File: config.mk
export PLATFORM = sky130hd
export DESIGN_NAME = command_line_argument_splitter_unit_flat
export DESIGN_NICKNAME = d
export VERILOG_FILES = /design/src/hdl/clas_pkg.sv /design/src/hdl/clas_in_if.sv /design/src/hdl/clas_out_if.sv /design/src/hdl/clas_datapath.sv /design/src/hdl/clas_ctrl.sv /design/src/hdl/command_line_argument_splitter_unit.sv /design/src/flat_wrapper.sv
export SDC_FILE = /design/constraint.sdc
export NUM_CORES = 1
export LEC_CHECK = 0
export ABC_AREA = 1
export BUFFER_PORTS_ARGS = -buffer_cell sky130_fd_sc_hd__clkbuf_2
export CORE_MARGIN = 2
export CORE_UTILIZATION = 55
export CTS_CLUSTER_SIZE = 14
export DETAILED_ROUTE_END_ITERATION = 6
export PLACE_DENSITY = 0.81
export SYNTH_ARGS = -nofsm -noshare
export SYNTH_HDL_FRONTEND = slang
export SYNTH_SLANG_ARGS = --single-unit
File: constraint.sdc
create_clock -name clk -period 3.85 [get_ports clk]
set_input_delay 0.1925 -clock clk [delete_from_list [all_inputs] [get_ports clk]]
set_output_delay 0.1925 -clock clk [all_outputs]
set_load 0.01 [all_outputs]
File: src/hdl/clas_pkg.sv
// Shared types and constants for the command line argument splitter.
`timescale 1ns / 1ps

package clas_pkg;

	localparam int UNIT_W = 16;
	localparam int ARG_W  = 12;
	localparam int BS_W   = 6;

	localparam logic [UNIT_W-1:0] CH_BACKSLASH = 16'h005C;
	localparam logic [UNIT_W-1:0] CH_QUOTE     = 16'h0022;
	localparam logic [UNIT_W-1:0] CH_SPACE     = 16'h0020;
	localparam logic [UNIT_W-1:0] CH_TAB       = 16'h0009;
	localparam logic [UNIT_W-1:0] CH_NUL       = 16'h0000;

	typedef struct packed {
		logic [UNIT_W-1:0] code_unit;
		logic              line_end;
	} in_item_t;

	typedef struct packed {
		logic [UNIT_W-1:0] out_unit;
		logic              arg_end;
		logic [ARG_W-1:0]  arg_number;
		logic              run_last;
		logic              line_done;
		logic              slash_overflow;
	} out_item_t;

	// which kind of result the datapath emits next
	typedef enum logic [1:0] {
		SEL_BS    = 2'd0,
		SEL_CHAR  = 2'd1,
		SEL_CLOSE = 2'd2
	} sel_t;

	typedef struct packed {
		logic load;
		logic emit;
		sel_t sel;
		logic run_last;
	} ctrl_cmd_t;

	typedef struct packed {
		logic item_empty;
		logic bs_zero;
		logic bs_one;
		logic has_char;
		logic has_close;
		logic out_free;
	} dp_status_t;

endpackage

File: src/hdl/clas_in_if.sv
// Input channel: one code unit per transaction.
`timescale 1ns / 1ps

interface clas_in_if;
	logic               valid;
	logic               ready;
	clas_pkg::in_item_t data;

	modport source (output valid, output data, input ready);
	modport sink (input valid, input data, output ready);
endinterface

File: src/hdl/clas_out_if.sv
// Output channel: one argument character or terminator per transaction.
`timescale 1ns / 1ps

interface clas_out_if;
	logic                valid;
	logic                ready;
	clas_pkg::out_item_t data;

	modport source (output valid, output data, input ready);
	modport sink (input valid, input data, output ready);
endinterface

File: src/hdl/clas_datapath.sv
// Parser state, per-item emission plan and output register.
`timescale 1ns / 1ps

module clas_datapath #(
	parameter int MAX_BACKSLASHES = 62,
	parameter int MAX_ARGUMENTS   = 4096
) (
	input  logic                  clk,
	input  logic                  arst_n,
	input  clas_pkg::in_item_t    in_data,
	input  clas_pkg::ctrl_cmd_t   cmd,
	output clas_pkg::dp_status_t  st,
	output clas_pkg::out_item_t   out_data,
	output logic                  out_valid,
	input  logic                  out_ready
);

	localparam int IdxLimInt = (MAX_ARGUMENTS - 1 > 4095) ? 4095 : MAX_ARGUMENTS - 1;
	localparam logic [clas_pkg::ARG_W-1:0] IdxLim = clas_pkg::ARG_W'(IdxLimInt);
	localparam logic [clas_pkg::BS_W-1:0]  MaxBs  = clas_pkg::BS_W'(MAX_BACKSLASHES);

	// parser state
	logic                          in_arg_q, in_quote_q, pend_q, ovf_q;
	logic [clas_pkg::BS_W-1:0]     held_q;
	logic [clas_pkg::ARG_W-1:0]    idx_q;

	// plan of the item being emitted
	logic [clas_pkg::BS_W-1:0]     bs_left_q;
	logic                          has_char_q, has_close_q, last_q, item_ovf_q;
	logic [clas_pkg::UNIT_W-1:0]   char_q;
	logic [clas_pkg::ARG_W-1:0]    item_idx_q;

	logic                          out_valid_q;
	clas_pkg::out_item_t           out_q;

	// next-state and plan computed from the offered item
	logic                          ia_n, iq_n, pend_n, ovf_n, ch_v, cl;
	logic [clas_pkg::BS_W-1:0]     hb_n, n_bs;
	logic [clas_pkg::UNIT_W-1:0]   chr;
	logic [clas_pkg::ARG_W-1:0]    idx_n;
	logic [clas_pkg::UNIT_W-1:0]   u;
	logic                          last, is_sep;

	always_comb begin
		u      = in_data.code_unit;
		last   = in_data.line_end;
		is_sep = (u == clas_pkg::CH_SPACE) || (u == clas_pkg::CH_TAB);
		ia_n   = in_arg_q;
		iq_n   = in_quote_q;
		pend_n = 1'b0;
		ovf_n  = ovf_q;
		hb_n   = held_q;
		n_bs   = '0;
		ch_v   = 1'b0;
		chr    = u;
		cl     = 1'b0;
		if (pend_q && u == clas_pkg::CH_QUOTE) begin
			ch_v = 1'b1;
		end else if (u == clas_pkg::CH_BACKSLASH) begin
			ia_n = 1'b1;
			if (held_q < MaxBs) begin
				hb_n = held_q + 1'b1;
			end else begin
				ovf_n = 1'b1;
			end
		end else if (u == clas_pkg::CH_QUOTE) begin
			ia_n = 1'b1;
			n_bs = held_q >> 1;
			hb_n = '0;
			if (held_q[0]) begin
				ch_v = 1'b1;
			end else begin
				iq_n   = ~in_quote_q;
				pend_n = in_quote_q & ~last;
			end
		end else if (is_sep) begin
			if (in_arg_q) begin
				n_bs = held_q;
				hb_n = '0;
				if (in_quote_q) begin
					ch_v = 1'b1;
				end else begin
					cl   = 1'b1;
					ia_n = 1'b0;
				end
			end
		end else begin
			ia_n = 1'b1;
			n_bs = held_q;
			hb_n = '0;
			ch_v = 1'b1;
		end
		// final unit flushes held backslashes and closes an open argument
		if (last && ia_n) begin
			n_bs = n_bs + hb_n;
			hb_n = '0;
			cl   = 1'b1;
		end
		idx_n = (cl && idx_q < IdxLim) ? idx_q + 1'b1 : idx_q;
	end

	always_ff @(posedge clk or negedge arst_n) begin
		if (!arst_n) begin
			in_arg_q    <= 1'b1;
			in_quote_q  <= 1'b0;
			pend_q      <= 1'b0;
			ovf_q       <= 1'b0;
			held_q      <= '0;
			idx_q       <= '0;
			bs_left_q   <= '0;
			has_char_q  <= 1'b0;
			has_close_q <= 1'b0;
			last_q      <= 1'b0;
			item_ovf_q  <= 1'b0;
			item_idx_q  <= '0;
		end else if (cmd.load) begin
			if (last) begin
				in_arg_q   <= 1'b1;
				in_quote_q <= 1'b0;
				pend_q     <= 1'b0;
				ovf_q      <= 1'b0;
				held_q     <= '0;
				idx_q      <= '0;
			end else begin
				in_arg_q   <= ia_n;
				in_quote_q <= iq_n;
				pend_q     <= pend_n;
				ovf_q      <= ovf_n;
				held_q     <= hb_n;
				idx_q      <= idx_n;
			end
			bs_left_q   <= n_bs;
			has_char_q  <= ch_v;
			has_close_q <= cl;
			last_q      <= last;
			item_ovf_q  <= ovf_n;
			item_idx_q  <= idx_q;
		end else if (cmd.emit) begin
			if (cmd.sel == clas_pkg::SEL_BS) begin
				bs_left_q <= bs_left_q - 1'b1;
			end
			if (cmd.sel == clas_pkg::SEL_CHAR) begin
				has_char_q <= 1'b0;
			end
			if (cmd.sel == clas_pkg::SEL_CLOSE) begin
				has_close_q <= 1'b0;
			end
		end
	end

	// a doubled quote already carries the quote in chr
	always_ff @(posedge clk) begin
		if (cmd.load) begin
			char_q <= ch_v ? chr : clas_pkg::CH_NUL;
		end
	end

	always_ff @(posedge clk or negedge arst_n) begin
		if (!arst_n) begin
			out_valid_q <= 1'b0;
		end else if (cmd.emit) begin
			out_valid_q <= 1'b1;
		end else if (out_ready) begin
			out_valid_q <= 1'b0;
		end
	end

	always_ff @(posedge clk) begin
		if (cmd.emit) begin
			out_q.arg_number     <= item_idx_q;
			out_q.run_last       <= cmd.run_last;
			out_q.line_done      <= last_q;
			out_q.slash_overflow <= item_ovf_q;
			unique case (cmd.sel)
				clas_pkg::SEL_BS: begin
					out_q.out_unit <= clas_pkg::CH_BACKSLASH;
					out_q.arg_end  <= 1'b0;
				end
				clas_pkg::SEL_CHAR: begin
					out_q.out_unit <= char_q;
					out_q.arg_end  <= 1'b0;
				end
				clas_pkg::SEL_CLOSE: begin
					out_q.out_unit <= clas_pkg::CH_NUL;
					out_q.arg_end  <= 1'b1;
				end
				default: begin
					out_q.out_unit <= clas_pkg::CH_NUL;
					out_q.arg_end  <= 1'b1;
				end
			endcase
		end
	end

	assign st.item_empty = (n_bs == '0) && !ch_v && !cl;
	assign st.bs_zero    = (bs_left_q == '0);
	assign st.bs_one     = (bs_left_q == clas_pkg::BS_W'(1));
	assign st.has_char   = has_char_q;
	assign st.has_close  = has_close_q;
	assign st.out_free   = !out_valid_q || out_ready;

	assign out_valid = out_valid_q;
	assign out_data  = out_q;

endmodule

File: src/hdl/clas_ctrl.sv
// Controller: accepts an item, then steps through its results one per cycle while the output is free.
`timescale 1ns / 1ps

module clas_ctrl (
	input  logic                 clk,
	input  logic                 arst_n,
	input  logic                 in_valid,
	output logic                 in_ready,
	input  clas_pkg::dp_status_t st,
	output clas_pkg::ctrl_cmd_t  cmd
);

	typedef enum logic [1:0] {
		ST_IDLE = 2'b01,
		ST_EMIT = 2'b10
	} state_t;

	state_t state_q, state_d;

	always_comb begin
		state_d      = state_q;
		cmd.load     = 1'b0;
		cmd.emit     = 1'b0;
		cmd.sel      = clas_pkg::SEL_CLOSE;
		cmd.run_last = 1'b0;
		in_ready     = 1'b0;
		unique case (state_q)
			ST_IDLE: begin
				in_ready = 1'b1;
				if (in_valid) begin
					cmd.load = 1'b1;
					if (!st.item_empty) begin
						state_d = ST_EMIT;
					end
				end
			end
			ST_EMIT: begin
				if (st.out_free) begin
					cmd.emit = 1'b1;
					priority if (!st.bs_zero) begin
						cmd.sel      = clas_pkg::SEL_BS;
						cmd.run_last = st.bs_one && !st.has_char && !st.has_close;
					end else if (st.has_char) begin
						cmd.sel      = clas_pkg::SEL_CHAR;
						cmd.run_last = !st.has_close;
					end else begin
						cmd.sel      = clas_pkg::SEL_CLOSE;
						cmd.run_last = 1'b1;
					end
					if (cmd.run_last) begin
						state_d = ST_IDLE;
					end
				end
			end
			default: begin
				state_d = ST_IDLE;
			end
		endcase
	end

	always_ff @(posedge clk or negedge arst_n) begin
		if (!arst_n) begin
			state_q <= ST_IDLE;
		end else begin
			state_q <= state_d;
		end
	end

endmodule

File: src/hdl/command_line_argument_splitter_unit.sv
// Top level of the command line argument splitter.
// An accepted item loads its emission plan; its R results (0 to 64) then follow in order.
// One result per cycle, set by the single output register, while that register is free;
// held backslashes are one result each. No new item is taken until the last result is out.
// Reset: arst_n clears asynchronously; parser returns to line start, output empty.
`timescale 1ns / 1ps

module command_line_argument_splitter_unit #(
	parameter int MAX_BACKSLASHES = 62,
	parameter int MAX_ARGUMENTS   = 4096
) (
	input logic        clk,
	input logic        arst_n,
	clas_in_if.sink    items,
	clas_out_if.source results
);

	clas_pkg::ctrl_cmd_t  cmd;
	clas_pkg::dp_status_t st;

	clas_ctrl u_ctrl (
		.clk      (clk),
		.arst_n   (arst_n),
		.in_valid (items.valid),
		.in_ready (items.ready),
		.st       (st),
		.cmd      (cmd)
	);

	clas_datapath #(
		.MAX_BACKSLASHES (MAX_BACKSLASHES),
		.MAX_ARGUMENTS   (MAX_ARGUMENTS)
	) u_datapath (
		.clk       (clk),
		.arst_n    (arst_n),
		.in_data   (items.data),
		.cmd       (cmd),
		.st        (st),
		.out_data  (results.data),
		.out_valid (results.valid),
		.out_ready (results.ready)
	);

endmodule

File: src/flat_wrapper.sv
// flat-port wrapper written by rule: the top's interface ports become plain ports
module command_line_argument_splitter_unit_flat 
#(
	parameter int MAX_BACKSLASHES = 62,
	parameter int MAX_ARGUMENTS   = 4096
)
  (clk, arst_n, items_valid, items_data, items_ready, results_valid, results_data, results_ready);
  clas_in_if items_i ();
  clas_out_if results_i ();
  input logic clk;
  input logic arst_n;
  input wire logic [$bits(items_i.valid)-1:0] items_valid;
  input wire logic [$bits(items_i.data)-1:0] items_data;
  output wire logic [$bits(items_i.ready)-1:0] items_ready;
  output wire logic [$bits(results_i.valid)-1:0] results_valid;
  output wire logic [$bits(results_i.data)-1:0] results_data;
  input wire logic [$bits(results_i.ready)-1:0] results_ready;
  assign items_i.valid = items_valid;
  assign items_i.data = items_data;
  assign items_ready = items_i.ready;
  assign results_valid = results_i.valid;
  assign results_data = results_i.data;
  assign results_i.ready = results_ready;
  command_line_argument_splitter_unit #(.MAX_BACKSLASHES(MAX_BACKSLASHES), .MAX_ARGUMENTS(MAX_ARGUMENTS)) u_core (.clk(clk), .arst_n(arst_n), .items(items_i), .results(results_i));
endmodule
Yosys cells after proc, flatten, opt, wreduce, memory -nomap -nowiden
Index checks and enable logic that the tools add are counted.
{"block": "op_classes", "addsub": 4, "magnitude_cmp": 2, "n_eq_ne": 16, "mux": 74, "n_bitwise": 3, "reduce_logical": 31}
{"operator": "2-to-1 mux 6 bit", "n": 17}
{"operator": "2-to-1 mux 1 bit", "n": 43}
{"operator": "one-hot mux 17 bit (2 select lines)", "n": 1}
{"operator": "equality test 16 x 6 -> 1 bit, second input constant", "n": 2}
{"operator": "2-to-1 mux 12 bit", "n": 2}
{"operator": "equality test 16 x 4 -> 1 bit, second input constant", "n": 1}
{"operator": "equality test 16 x 7 -> 1 bit, second input constant", "n": 1}
{"operator": "nonzero test 2 bit", "n": 7}
{"operator": "adder 12 x 1 -> 12 bit, second input constant", "n": 1}
{"operator": "zero test 6 bit", "n": 2}
{"operator": "less-than comparator 12 bit, second input constant", "n": 1}
{"operator": "2-to-1 mux 3 bit", "n": 4}
{"operator": "!= test 2 bit, second input constant", "n": 6}
{"operator": "AND reduction 2 bit", "n": 5}
{"operator": "2-to-1 mux 2 bit", "n": 4}
{"operator": "2-to-1 mux 4 bit", "n": 2}
{"operator": "logical AND 1 bit", "n": 7}
{"operator": "adder 6 x 1 -> 6 bit, second input constant", "n": 1}
{"operator": "adder 6 bit", "n": 1}
{"operator": "equality test 6 x 1 -> 1 bit, second input constant", "n": 1}
{"operator": "less-than comparator 6 bit, second input constant", "n": 1}
{"operator": "subtractor 6 x 1 -> 6 bit, second input constant", "n": 1}
{"operator": "zero test 1 bit", "n": 5}
{"operator": "AND reduction 5 bit", "n": 1}
{"operator": "other kinds (9)", "n": 13}
{"block": "word_totals", "register_bits": 95, "in_bits": 21, "output_inout_bits": 34, "elab_cells": 151}

Logic depth before layout (Yosys ltp)
{"block": "depth", "word_depth": 14, "depth_mapped": 21, "depth_no_buf": 21}

By module
From an unflattened synthesis, not the netlist that was laid out.
{"block": "unflattened", "cells_unflattened": 576, "hier_area_um2": 4969.8}
{"module": "clas_datapath", "instances": 1, "cells_per_inst": 549, "area_each_um2": 4782.1, "seq_area_each_um2": 2568.7}
{"module": "clas_ctrl", "instances": 1, "cells_per_inst": 27, "area_each_um2": 187.7, "seq_area_each_um2": 51.3}

Least setup slack after synthesis
OpenSTA, ideal clock, no wires.
{"block": "synth_timing", "kind": "register to register", "start": "register u_core.u_datapath.out_valid_q (netlist: u_core.u_datapath.out_valid)", "end": "register u_core.u_datapath.bs_left_q[1] (netlist name)", "setup_time_ns": 0.082, "arrival_time_ns": 2.864, "t_required_ns": 3.768, "slack_ns": 0.904, "path_stages_with_launch": 10, "n_path_buf": 0, "period_less_slack_ns": 2.946, "path_cell_list": "dfrtp_1 inv_1 nor2_1 nor2_1 nand2_1 inv_1 nor2_1 inv_1 nand2_1 o22ai_1"}
{"element": "start: declaration", "line": "clas_datapath.sv:33", "text": "logic out_valid_q;"}
{"element": "start signal: assignment", "line": "clas_datapath.sv:160", "text": "out_valid_q <= 1'b0;"}
{"element": "start signal: assignment", "line": "clas_datapath.sv:162", "text": "out_valid_q <= 1'b1;"}
{"element": "start signal: assignment", "line": "clas_datapath.sv:164", "text": "out_valid_q <= 1'b0;"}
{"element": "end signal: assignment", "line": "clas_datapath.sv:132", "text": "bs_left_q <= n_bs;"}
{"element": "end signal: assignment", "line": "clas_datapath.sv:140", "text": "bs_left_q <= bs_left_q - 1'b1;"}
{"element": "end: declaration", "line": "clas_datapath.sv:28", "text": "logic [clas_pkg::BS_W-1:0] bs_left_q;"}

Worst setup path after layout
{"block": "layout_timing", "start": "register u_core.u_datapath.held_q[3] (netlist name)", "end": "register u_core.u_ctrl.state_q[0]"}
{"block": "layout_between", "elab_chain_cells": 12, "elab_cells_between_ends": 20, "cone_classes": "2 x add/sub; 1 x order compare; 1 x eq/ne; 12 x mux; 4 x reduce/logical"}
{"element": "start: declaration", "line": "clas_datapath.sv:24", "text": "logic [clas_pkg::BS_W-1:0] held_q;"}
{"element": "start signal: assignment", "line": "clas_datapath.sv:129", "text": "held_q <= hb_n;"}
{"element": "parallel branches: the longest is 6 deep, another holds adder 6 x 1 -> 6 bit"}
{"element": "2-to-1 mux 6 bit (*)", "line": "clas_datapath.sv:94", "text": "if (last && ia_n) begin"}
{"element": "zero test 6 bit (*)", "line": "clas_datapath.sv:195", "text": "assign st.item_empty = (n_bs == '0) && !ch_v && !cl;"}
{"element": "logical AND 1 bit (*) (2 in series)", "line": "clas_datapath.sv:195"}
{"element": "!= test 2 bit (no line) (*)"}
{"element": "AND reduction 4 bit (no line) (*)"}
{"element": "end signal: assignment", "line": "clas_ctrl.sv:65", "text": "state_q <= state_d;"}
{"element": "end: declaration", "line": "clas_ctrl.sv:18", "text": "state_t state_q, state_d;"}
Mark *: on every way between the ends.
A chain may end at the register's enable or synchronous reset.

==> impl_metrics.tcl <==
set metrics [dict create \
    syn_to_final_growth_pct 11.83 \
    fin_crit_ns 2.905 \
    clock_path_buffers 2 \
    ant_nets 0 \
    synthTopCellsByArea "edfxtp_1, dfrtp_1, nand2_1" \
    vias_per_cell 5.364 \
    timing.hold.ws_ns 0.01575 \
    setup_viol 0 \
    fin_worst_skew_ns 0.01319 \
    fin_crit_sh 0.7544 \
    hold_viol 0 \
    synth_top_flop_cell "edfxtp_1" \
    pin_count 55 \
    portBuffers 54 \
    rsz0062_at_grt "no" \
    worstMarginPinSlew_ns 0.5960 \
    syn_area_per_cell_um2 8.571 \
    drive_gt1_frac 0.1454 \
    endpoint_kind "flop" \
    n_antenna_cell 0 \
    syn_nets 584 \
    yosys_warnings 0 \
    power_mw 2.669 \
    gr-total-overflow 0 \
    worstPathArrival_ns 3.19 \
    cts.htree.levels 3 \
    status "completed" \
    cp-start-kind "flop" \
    ys_types 34 \
    cts_tree "yes" \
    fp.dieH_um 96.83 \
    clk_pin_slew_ns 0.10 \
    irDropWorstVdd_mv 0.2184 \
    cts_made_buffers 9 \
    clk_latency_ns 0.36 \
    final_util 0.6386 \
    routed_wl_mm 9.992 \
    drt_iter0_drc 258 \
    std_cell_rows 33 \
    via_count 3846 \
    synth_area_um2 4740 \
    root_buffer "clkbuf_8" \
    layout.cells.non_filler 717 \
    initial_core_util 0.5711 \
    die-width_um 96.83 \
    core_um2 8299 \
    synthSimpleGateAreaFrac 0.2400 \
    dp_hpwl_mm 7.341 \
    grt_max_degree 48 \
    hold_class "in2reg" \
    async_reset_ff_frac 0.4947 \
    maxSlewHeadroom 0.6026 \
    dieArea_um2 9376 \
    tns_ns 0 \
    route.detailed.drc 0 \
    cts_setup_buffers 0 \
    synth_mux_area_frac 0 \
    required_ns 4.13 \
    slew_violations 0 \
    grt_antenna_before_repair 0 \
    synth_compound_area_frac 0.08501 \
    grt_pass1_vias 3690 \
    synth_seq_cells 95 \
    nets 638 \
    cp_max_fo 6 \
    leakage_nw 2.547 \
    yosysSeqAreaShare 0.5528 \
    synthAdderAreaFrac 0.02798 \
    dp_cells 700 \
    grt.total_usage 0.2186 \
    top_layer_used "met4" \
    maxCapViolations 0 \
    synth_top_area_frac 0.3041 \
    dr.pass1.iters 5 \
    clock.fmax_ghz 0.3443 \
    wl_per_cell_um 13.94 \
    synth_common_cells "nand2_1, inv_1, nor2_1" \
    yosysMostFrequentCell "nand2_1" \
    critPathKind "reg2reg" \
    drt-met1-wl_mm 4.328 \
    synth_xor_xnor_area_share 0.01663 \
    finalWeightedCongestion 0.9234 \
    wl_met3_um 614 \
    grt_pass1_wl_mm 16.82 \
    synth_top_family_by_area "simple AND/OR/NAND/NOR gates" \
    p_per_area_nw_per_um2 503.6 \
    synth_edf_count 48 \
    wl_met2_mm 4.869 \
    netlist_instances 553 \
    yosysTopAreaCell "edfxtp_1" \
    clock-sinks 95 \
]
state kept, by name (all words and copies together) (netlist names):
| name | flops |
|---|---|
| u_core.u_ctrl.state_q | 2 |
| u_core.u_datapath.bs_left_q | 6 |
| u_core.u_datapath.char_q | 16 |
| u_core.u_datapath.has_char_q | 1 |
| u_core.u_datapath.has_close_q | 1 |
| u_core.u_datapath.held_q | 6 |
| u_core.u_datapath.idx_q | 12 |
| u_core.u_datapath.in_arg_q | 1 |
| u_core.u_datapath.in_quote_q | 1 |
| u_core.u_datapath.item_idx_q | 12 |
| u_core.u_datapath.item_ovf_q | 1 |
| u_core.u_datapath.last_q | 1 |
| u_core.u_datapath.out_data | 32 |
| u_core.u_datapath.out_valid | 1 |
| u_core.u_datapath.ovf_q | 1 |
| u_core.u_datapath.pend_q | 1 |
cells in the final DEF, fill, tap and decap left out, drive strengths merged, types with 2 or more instances in the layout:
cell    synthesis  layout
nand2         135     135
inv            78      83
nor2           76      76
clkbuf         15      63
edfxtp         48      48
dfrtp          45      45
o21ai          39      39
nand3          35      35
a21oi          24      24
nor3           10      10
ha              9       9
nand4           8       8
xor2            7       7
o22ai           4       4
buf             1       4
clkinv          2       4
and2            3       3
o31ai           3       3
xnor2           2       2
dfstp           2       2
cell families after synthesis:
family / count (synthesis)
AND/OR/NAND/NOR: 269
buffers and inverters: 96
flip-flops: 95
AO/OA/AOI/OAI: 74
adder cells (fa/ha/maj): 10
XOR/XNOR: 9
worst paths after layout:
path                                                              startpoint                                          end  slack [ns]  depth (start not counted)
worst min register to register  u_core.u_datapath.item_idx_q[10]$_DFFE_PN0P_     u_core.u_datapath.out_data[13]$_DFFE_PP_        0.45                          0
worst max-delay path                 u_core.u_datapath.held_q[3]$_DFFE_PN0P_         u_core.u_ctrl.state_q[0]$_DFFE_PN1P_        0.95                         18
worst min-delay path                                          items_data[11]   u_core.u_datapath.char_q[10]$_SDFFCE_PN0P_        0.02                          1
max in group asynchronous                                             arst_n     u_core.u_datapath.has_char_q$_DFFE_PN0P_        2.98                          3
min in group asynchronous                                             arst_n  u_core.u_datapath.item_idx_q[2]$_DFFE_PN0P_        0.47                          3
worst max register to register       u_core.u_datapath.held_q[3]$_DFFE_PN0P_         u_core.u_ctrl.state_q[0]$_DFFE_PN1P_        0.95                         18
cell type report:
class	instances	area, um^2
Clock inverter	7	60.06
Fill cell	641	2999
Clock buffer	9	123.9
Timing Repair Buffer	59	310.3
Inverter	80	300.3
Sequential cell	95	2620
Multi-Input combinational cell	362	1754
Tap cell	105	131.4
critical path, cell delays in order (launching register included):
cell and delay, ns:
dfrtp_1 0.46, inv_1 0.18, nor3_1 0.07, nand3_1 0.12
inv_1 0.07, nand2_1 0.12, nand2_1 0.06, nor2_1 0.10
a21oi_1 0.08, ha_1 0.24, fa_1 0.42, nand3_1 0.09
nand2_1 0.07, xor2_1 0.14, nand2_1 0.06, nand2_1 0.07
nor2_1 0.10, nand3_1 0.15, a31oi_1 0.20
layer usage:
| metal | global-route usage | vias to the layer above |
|---|---|---|
| met4 | 0.07476 | 0 |
| li1 | - | 1895 |
| met5 | 0 | - |
| met3 | 0.04552 | 19 |
| met2 | 0.3606 | 134 |
| met1 | 0.2895 | 1798 |
where the power goes:
group | switching, mW | leakage, nW | internal [mW]
Sequential | 0.0937 | 1.08 | 1.30
Clock | 0.367 | 0.0969 | 0.249
Combinational | 0.451 | 1.37 | 0.209
Total | 0.911 | 2.55 | 1.76
through the flow:
| stage | setup WS [ns] | cell area [um^2] |
|---|---|---|
| 3_3_place_gp | 0.9010 | 5106 |
| 2_1_floorplan | 0.9039 | 4740 |
| 3_5_place_dp | 0.7600 | 5106 |
| 5_1_grt | 0.6773 | 5300 |
| 4_1_cts | 0.9956 | 5300 |
| 6_report | 0.9454 | 5300 |
timing repair:
action,4_1_cts,5_1_grt
gates resized for setup,0,0
hold buffers,1,0
endpoints found under the hold margin,45,0
(Power assumes the default switching activity.)
